==> src/rtl/core/assert_macros.svh <==
// Assertion macros shared by the checker RTL.
// Both forms sample on aclk; the first is muted while aresetn is low.
`ifndef ASSERT_MACROS_SVH
`define ASSERT_MACROS_SVH

`ifndef NO_ASSERTIONS

`define PLC_ASSERT(lbl, prop) \
    lbl: assert property (@(posedge aclk) disable iff (!aresetn) (prop)) \
        else $error("plc assertion failed");

`define PLC_ASSERT_ALWAYS(lbl, prop) \
    lbl: assert property (@(posedge aclk) (prop)) \
        else $error("plc assertion failed");

`else

`define PLC_ASSERT(lbl, prop)

`define PLC_ASSERT_ALWAYS(lbl, prop)

`endif

`endif

==> src/rtl/core/plc_pkg.sv <==
`default_nettype none

package plc_pkg;

    localparam int MAX_WORD_BITS = 32;
    localparam int CNT_W         = $clog2(MAX_WORD_BITS + 1);
    localparam int HIST_W        = 32;
    localparam int TOTAL_W       = 64;
    localparam int LOCKS_W       = 32;
    localparam int THR_W         = 32;
    localparam int ORDER_W       = 6;

    // LFSR bits evaluated per cycle in the back end
    localparam int CHUNK_BITS    = 8;
    localparam int CHUNK_CNT_W   = $clog2(CHUNK_BITS + 1);

    localparam int QUEUE_DEPTH   = 4;
    localparam int QPTR_W        = $clog2(QUEUE_DEPTH);
    localparam int QCNT_W        = $clog2(QUEUE_DEPTH + 1);

    localparam int REG_IDX_W     = 3;
    localparam int CFG_DATA_W    = 32;

    localparam logic [THR_W-1:0]   LOCK_THR_RST   = 32'd2048;
    localparam logic [THR_W-1:0]   UNLOCK_THR_RST = 32'd128;
    localparam logic [HIST_W-1:0]  TAP_MASK_RST   = 32'd96;
    localparam logic [ORDER_W-1:0] POLY_ORDER_RST = 6'd7;

    typedef enum logic [REG_IDX_W-1:0] {
        REG_LOCK_THR   = 3'd0,
        REG_UNLOCK_THR = 3'd1,
        REG_TAP_MASK   = 3'd2,
        REG_POLY_ORDER = 3'd3,
        REG_INVERT     = 3'd4
    } reg_index_t;

    typedef enum logic {
        CMD_CHECK   = 1'b0,
        CMD_RESTART = 1'b1
    } cmd_t;

    typedef enum logic [1:0] {
        PH_SEED    = 2'd0,
        PH_LOCKING = 2'd1,
        PH_LOCKED  = 2'd2
    } phase_t;

    typedef struct packed {
        logic                     mode;
        logic [MAX_WORD_BITS-1:0] data_word;
        logic [CNT_W-1:0]         bit_count;
    } in_t;

    typedef struct packed {
        logic               locked;
        logic               seeding;
        logic [TOTAL_W-1:0] total_bits;
        logic [TOTAL_W-1:0] error_bits;
        logic [LOCKS_W-1:0] lock_events;
        logic [CNT_W-1:0]   word_errors;
    } out_t;

    typedef struct packed {
        logic [THR_W-1:0]   lock_threshold;
        logic [THR_W-1:0]   unlock_threshold;
        logic [HIST_W-1:0]  tap_mask;
        logic [ORDER_W-1:0] poly_order;
        logic               invert_output;
    } cfg_t;

    // classified word: count saturated, unused bits cleared
    typedef struct packed {
        cmd_t                     cmd;
        logic [MAX_WORD_BITS-1:0] word;
        logic [CNT_W-1:0]         count;
    } item_t;

    typedef struct packed {
        logic  valid;
        item_t item;
    } q_head_t;

    typedef struct packed {
        logic [HIST_W-1:0]      hist;
        logic [CHUNK_CNT_W-1:0] errs;
    } chunk_res_t;

    // Runs up to CHUNK_BITS steps of the Fibonacci LFSR. bits is left aligned:
    // bit CHUNK_BITS-1 is the oldest received bit.
    function automatic chunk_res_t lfsr_chunk(
        input logic [HIST_W-1:0]      hist,
        input logic [HIST_W-1:0]      taps,
        input logic                   inv,
        input logic [CHUNK_BITS-1:0]  bits,
        input logic [CHUNK_CNT_W-1:0] nbits
    );
        chunk_res_t             r;
        logic [HIST_W-1:0]      h;
        logic                   e;
        logic [CHUNK_CNT_W-1:0] errs;
        h    = hist;
        errs = '0;
        for (int i = 0; i < CHUNK_BITS; i++) begin
            e = (^(h & taps)) ^ inv;
            if (CHUNK_CNT_W'(i) < nbits) begin
                h    = {h[HIST_W-2:0], e};
                errs = errs + CHUNK_CNT_W'(bits[CHUNK_BITS-1-i] ^ e);
            end
        end
        r.hist = h;
        r.errs = errs;
        return r;
    endfunction

endpackage

`default_nettype wire

==> src/rtl/core/plc_back.sv <==
`default_nettype none
`include "assert_macros.svh"

module plc_back (
    input  wire logic             aclk,
    input  wire logic             aresetn,
    input  wire plc_pkg::cfg_t    cfg,
    input  wire plc_pkg::q_head_t q_head,
    output logic                  q_pop,
    output logic                  m_valid,
    input  wire logic             m_ready,
    output plc_pkg::out_t         m_data
);

    plc_pkg::phase_t                   phase_reg, phase_next;
    logic [plc_pkg::HIST_W-1:0]        history_reg, history_next;
    logic [plc_pkg::THR_W-1:0]         run_reg, run_next;
    logic [plc_pkg::TOTAL_W-1:0]       bit_total_reg, bit_total_next;
    logic [plc_pkg::TOTAL_W-1:0]       err_total_reg, err_total_next;
    logic [plc_pkg::LOCKS_W-1:0]       lock_total_reg, lock_total_next;
    logic                              lock_flag_reg, lock_flag_next;

    // multi-cycle walk through one word
    logic                              started_reg, started_next;
    logic [plc_pkg::CNT_W-1:0]         rem_reg, rem_next;
    logic [plc_pkg::MAX_WORD_BITS-1:0] wrk_reg, wrk_next;
    logic [plc_pkg::CNT_W-1:0]         errs_acc_reg, errs_acc_next;

    logic                              out_valid_reg, out_valid_next;
    plc_pkg::out_t                     out_reg, out_next;

    plc_pkg::item_t                    item;
    plc_pkg::chunk_res_t               chunk;
    logic [plc_pkg::MAX_WORD_BITS-1:0] aligned, cur_word;
    logic [plc_pkg::CNT_W-1:0]         cur_rem, errs_all;
    logic [plc_pkg::CHUNK_CNT_W-1:0]   k;
    logic                              is_check, last, out_free, go;
    logic [plc_pkg::TOTAL_W-1:0]       bit_sum, err_sum;
    logic [plc_pkg::THR_W:0]           run_sum;
    logic [plc_pkg::THR_W-1:0]         run_cand;

    always_comb begin
        item     = q_head.item;
        aligned  = item.word << (plc_pkg::CNT_W'(plc_pkg::MAX_WORD_BITS) - item.count);
        cur_rem  = started_reg ? rem_reg : item.count;
        cur_word = started_reg ? wrk_reg : aligned;
        is_check = (item.cmd == plc_pkg::CMD_CHECK) && (phase_reg != plc_pkg::PH_SEED);
        last     = !is_check || (cur_rem <= plc_pkg::CNT_W'(plc_pkg::CHUNK_BITS));
        k        = (cur_rem > plc_pkg::CNT_W'(plc_pkg::CHUNK_BITS))
                 ? plc_pkg::CHUNK_CNT_W'(plc_pkg::CHUNK_BITS)
                 : cur_rem[plc_pkg::CHUNK_CNT_W-1:0];
        chunk    = plc_pkg::lfsr_chunk(history_reg, cfg.tap_mask, cfg.invert_output,
                       cur_word[plc_pkg::MAX_WORD_BITS-1 -: plc_pkg::CHUNK_BITS], k);
        errs_all = errs_acc_reg + plc_pkg::CNT_W'(chunk.errs);
        out_free = !out_valid_reg || m_ready;
        go       = q_head.valid && (!last || out_free);
        q_pop    = q_head.valid && last && out_free;

        bit_sum  = bit_total_reg + plc_pkg::TOTAL_W'(item.count);
        err_sum  = err_total_reg + plc_pkg::TOTAL_W'(errs_all);
        run_sum  = {1'b0, run_reg} + (plc_pkg::THR_W + 1)'(item.count);
        run_cand = run_sum[plc_pkg::THR_W] ? '1 : run_sum[plc_pkg::THR_W-1:0];
    end

    // next state and status
    always_comb begin
        phase_next      = phase_reg;
        history_next    = history_reg;
        run_next        = run_reg;
        bit_total_next  = bit_total_reg;
        err_total_next  = err_total_reg;
        lock_total_next = lock_total_reg;
        lock_flag_next  = lock_flag_reg;
        started_next    = started_reg;
        rem_next        = rem_reg;
        wrk_next        = wrk_reg;
        errs_acc_next   = errs_acc_reg;
        out_valid_next  = out_valid_reg && !m_ready;
        out_next        = out_reg;

        if (go && !last) begin
            started_next  = 1'b1;
            rem_next      = cur_rem - plc_pkg::CNT_W'(plc_pkg::CHUNK_BITS);
            wrk_next      = cur_word << plc_pkg::CHUNK_BITS;
            history_next  = chunk.hist;
            errs_acc_next = errs_all;
        end else if (go) begin
            started_next   = 1'b0;
            errs_acc_next  = '0;
            out_valid_next = 1'b1;
            if (item.cmd == plc_pkg::CMD_RESTART) begin
                bit_total_next  = '0;
                err_total_next  = '0;
                lock_total_next = '0;
                lock_flag_next  = 1'b0;
                run_next        = '0;
                phase_next      = plc_pkg::PH_SEED;
            end else begin
                case (phase_reg)
                    plc_pkg::PH_LOCKING: begin
                        history_next   = chunk.hist;
                        bit_total_next = bit_sum;
                        if (errs_all != '0) begin
                            err_total_next = err_sum;
                            run_next       = '0;
                        end else begin
                            run_next = run_cand;
                        end
                        if (run_next >= cfg.lock_threshold) begin
                            lock_flag_next  = 1'b1;
                            lock_total_next = lock_total_reg + 1'b1;
                            phase_next      = plc_pkg::PH_LOCKED;
                        end
                    end
                    plc_pkg::PH_LOCKED: begin
                        history_next   = chunk.hist;
                        bit_total_next = bit_sum;
                        err_total_next = err_sum;
                        if (err_sum >= plc_pkg::TOTAL_W'(cfg.unlock_threshold)) begin
                            bit_total_next = '0;
                            err_total_next = '0;
                            lock_flag_next = 1'b0;
                            phase_next     = plc_pkg::PH_LOCKING;
                        end
                    end
                    default: begin
                        // seeding: raw bits go straight into the history
                        history_next   = (history_reg << item.count) | item.word;
                        bit_total_next = bit_sum;
                        if (bit_sum >= plc_pkg::TOTAL_W'(cfg.poly_order)) begin
                            phase_next = plc_pkg::PH_LOCKING;
                        end
                    end
                endcase
            end
            out_next.locked      = lock_flag_next;
            out_next.seeding     = (phase_next == plc_pkg::PH_SEED);
            out_next.total_bits  = bit_total_next;
            out_next.error_bits  = err_total_next;
            out_next.lock_events = lock_total_next;
            out_next.word_errors = is_check ? errs_all : '0;
        end
    end

    always_ff @(posedge aclk) begin
        if (!aresetn) begin
            phase_reg      <= plc_pkg::PH_SEED;
            history_reg    <= '0;
            run_reg        <= '0;
            bit_total_reg  <= '0;
            err_total_reg  <= '0;
            lock_total_reg <= '0;
            lock_flag_reg  <= 1'b0;
            started_reg    <= 1'b0;
            rem_reg        <= '0;
            errs_acc_reg   <= '0;
            out_valid_reg  <= 1'b0;
        end else begin
            phase_reg      <= phase_next;
            history_reg    <= history_next;
            run_reg        <= run_next;
            bit_total_reg  <= bit_total_next;
            err_total_reg  <= err_total_next;
            lock_total_reg <= lock_total_next;
            lock_flag_reg  <= lock_flag_next;
            started_reg    <= started_next;
            rem_reg        <= rem_next;
            errs_acc_reg   <= errs_acc_next;
            out_valid_reg  <= out_valid_next;
        end
    end

    always_ff @(posedge aclk) begin
        wrk_reg <= wrk_next;
        out_reg <= out_next;
    end

    assign m_valid = out_valid_reg;
    assign m_data  = out_reg;

    `PLC_ASSERT(a_started_head, started_reg |-> q_head.valid)
    `PLC_ASSERT(a_started_rem, started_reg |-> (rem_reg != '0))
    `PLC_ASSERT(a_seed_no_err, (out_valid_reg && out_reg.seeding) |-> (out_reg.word_errors == '0))

endmodule

`default_nettype wire

==> config.mk <==
export PLATFORM = sky130hd
export DESIGN_NAME = plc_back
export DESIGN_NICKNAME = d
export VERILOG_FILES = /design/src/rtl/core/plc_pkg.sv /design/src/rtl/core/plc_back.sv
export VERILOG_INCLUDE_DIRS = /design/src /design/src/rtl/core
export SDC_FILE = /design/constraint.sdc
export NUM_CORES = 2
export LEC_CHECK = 0
export ABC_AREA = 1
export BUFFER_PORTS_ARGS = -buffer_cell sky130_fd_sc_hd__buf_4
export CORE_UTILIZATION = 55
export CTS_CLUSTER_DIAMETER = 200
export CTS_CLUSTER_SIZE = 16
export DETAILED_ROUTE_END_ITERATION = 6
export GPL_ROUTABILITY_DRIVEN = 0
export PLACE_DENSITY = 0.74
export SYNTH_ARGS = -nofsm -noshare
export SYNTH_HDL_FRONTEND = slang
export SYNTH_SLANG_ARGS = --single-unit
==> constraint.sdc <==
create_clock -name aclk -period 29.9 [get_ports aclk]
set_clock_uncertainty 0.15 [all_clocks]
set_input_delay 1.495 -clock aclk [delete_from_list [all_inputs] [get_ports aclk]]
set_output_delay 1.495 -clock aclk [all_outputs]
set_load 0.05 [all_outputs]
==> flow_summary.yaml <==
outcome:
  status: "finished clean"
global_route:
  grt_pass1_vias: 34600
  grt_max_degree: 208
  antenna_found_initial: 5
  busiest_layer: "met2"
  gr-usage-met1_pct: 45.1
  met3_usage_pct: 5.14
  grtUsageTotal_pct: 32.5
  grt_use_met2_pct: 51.2
  grt_pass1_wl_um: 186000
  grt_remaining_overflow: 0
sta:
  holdWs_ns: 0.318
  rsz0062_at_grt: "no"
  timing.final.crit_share_pct: 58.0
  finalHoldViolCount: 0
  max_freq_mhz: 57.7
  report.final.slew_viol_count: 0
  tightestPinTransition_ns: 1.19
  finalCriticalPeriod_ns: 17.33
  setup_viol: 0
  max-slew-margin-rel_pct: 20.1
  tns_ns: 0
floorplan:
  core-area_sq_um: 68600
  start_util_pct: 55.5
  die_w_um: 265
  rows: 96
  io_pins: 316
  die-height_um: 265
  fp.dieArea_sq_um: 70200
clocking:
  cts.sinks: 433
  cts_buffers: 31
  cts-root-buf: "clkbuf_16"
  cts_tree: "built"
  path_clk_slew_ns: 0.08
  h-tree-depth: 1
  clock_latency_ns: 0.66
  hold_buffers: 0
  post_cts_buffers: 0
  clockBufferDepth: 3
  cts.repair.resized: 0
placement:
  place.detailed.hpwl_um: 88700
  placed_area_sq_um: 40600
  port_buffers: 315
min_path:
  min_path_type: "register to register"
yosys:
  synth-edff-count: 192
  ys_seq_elements: 433
  ys_top_cells_by_area: "nand2_1 (16%), edfxtp_1 (15%), dfxtp_1 (13%)"
  yosysTopAreaCell: "nand2_1"
  yosys_warnings: 0
  synth_top_flop_cell: "dfxtp_1"
  yosysUniqueCellTypes: 75
  syn_area_sq_um: 38100
  synth.top_cell.area_share_pct: 16.4
  seq_area_frac_synth_pct: 27.8
  synth_nets: 6251
  async_flop_share_pct: 0
  syn_inst: 5987
  avgSynthCellArea_sq_um: 6.36
route:
  firstDrtPassIters: 7
  routed_via_density: 5.65
  initialDrtViolationCount: 4116
  drc: 0
  drt_wl_total_um: 119000
  wl_per_cell_um: 16.9
  ant_nets: 0
  vias: 39900
finish:
  area_delta_synth_final_pct: 8.95
  final_cell_area_sq_um: 41500
  mostFrequentLayoutCells: "nand2_1 (1663), inv_1 (782), o21ai_0 (515)"
  final_util_pct: 60.5
  final_common_cell: "nand2_1"
  fin_nets: 6364
  drive_gt1_share_pct: 10.3
  largest_reg_flops: 168
setup_path:
  path_class: "input pin to register"
  cp_common_cell: "nand2_1"
  crit_path_max_incr_delay_ns: 0.66
  slowest_stage: "inv_1"
  cp_top_family: "simple AND/OR/NAND/NOR gates"
  cp.arrival_ns: 17.56
  worst_setup_path_end_kind: "register"
  start_kind: "input pin"
  required_ns: 30.13
  path_max_fanout: 59
  path_buf_inv: 17
flow_run:
  drv_cap: 0
metal layers:
layer / up-vias / share of wire, %
li1: 19700 / -
met1: 18200 / 43
met2: 1752 / 44
met3: 249 / 9.1
met4: 8 / 3.6
met5: - / 0.049
worst paths after layout:
path	cells past startpoint	slack, ns	from	end
setup / recovery	87	12.57	q_head[3]	m_data[105]
hold / removal	2	0.32	started_reg	started_reg
setup reg to reg	86	13.70	started_reg	m_data[105]
hold reg to reg	2	0.32	started_reg	started_reg
cell usage after synthesis (8+ instances only):
cell type and instances:
buf_1 12, a22oi_1 37, clkinv_1 11, o22ai_1 13, ha_1 114, o21ai_0 515, clkbuf_1 190, buf_6 17
dfxtp_1 241, nor4_1 59, mux2i_1 26, nand2_1 1664, o21ai_1 26, xnor2_1 82, nor2_4 15, nand3_2 39
inv_2 53, inv_1 783, nor2_2 18, or2_2 15, buf_4 28, o221ai_1 23, o311ai_0 8, buf_2 16
o21ai_2 14, nor3_2 10, nand2_2 43, nand3_1 371, nand2_4 8, nor2_1 456, nor3_1 125, a21oi_1 373
a211oi_1 11, edfxtp_1 192, xor2_1 179, nand4_1 73, o211ai_1 31, a31oi_1 20
tightest hold or removal path, delay by kind of cell, from the launching register on:
family,cells,cell delay [ns]
compound gates,1,0.05
flops,1,0.32
simple gates,1,0.06
cell type report:
type / count / area (sq um)
Timing Repair Buffer: 350 / 2640
Fill cell: 6669 / 27100
Sequential cell: 433 / 10600
Clock inverter: 3 / 37.5
Inverter: 848 / 3180
Tap cell: 931 / 1160
Clock buffer: 55 / 866
Multi-Input combinational cell: 4436 / 23000
Antenna cell: 1 / 2.50
kinds of logic (layout without fill, tap and decap cells):
group / after synthesis / in the layout / synth area share, %
AO/OA/AOI/OAI: 1099 / 1099 / 15.8
flip-flops: 433 / 433 / 27.8
XOR/XNOR: 262 / 262 / 6.05
AND/OR/NAND/NOR: 2931 / 2931 / 33.8
adder cells (fa/ha/maj): 118 / 118 / 3.96
buffers and inverters: 1118 / 1256 / 11.9
multiplexers: 26 / 26 / 0.684
other: 0 / 1 / 0
through the flow:
step           instances  setup slack [ns]
2_1_floorplan       5987             17.00
3_3_place_gp        6998             12.85
3_5_place_dp        6998             12.35
4_1_cts             7056             12.99
5_1_grt             7057             11.25
6_report            7057             12.57
Power is not shown: default switching activity piles up to over one toggle a cycle in this logic, so the estimate is an artifact.
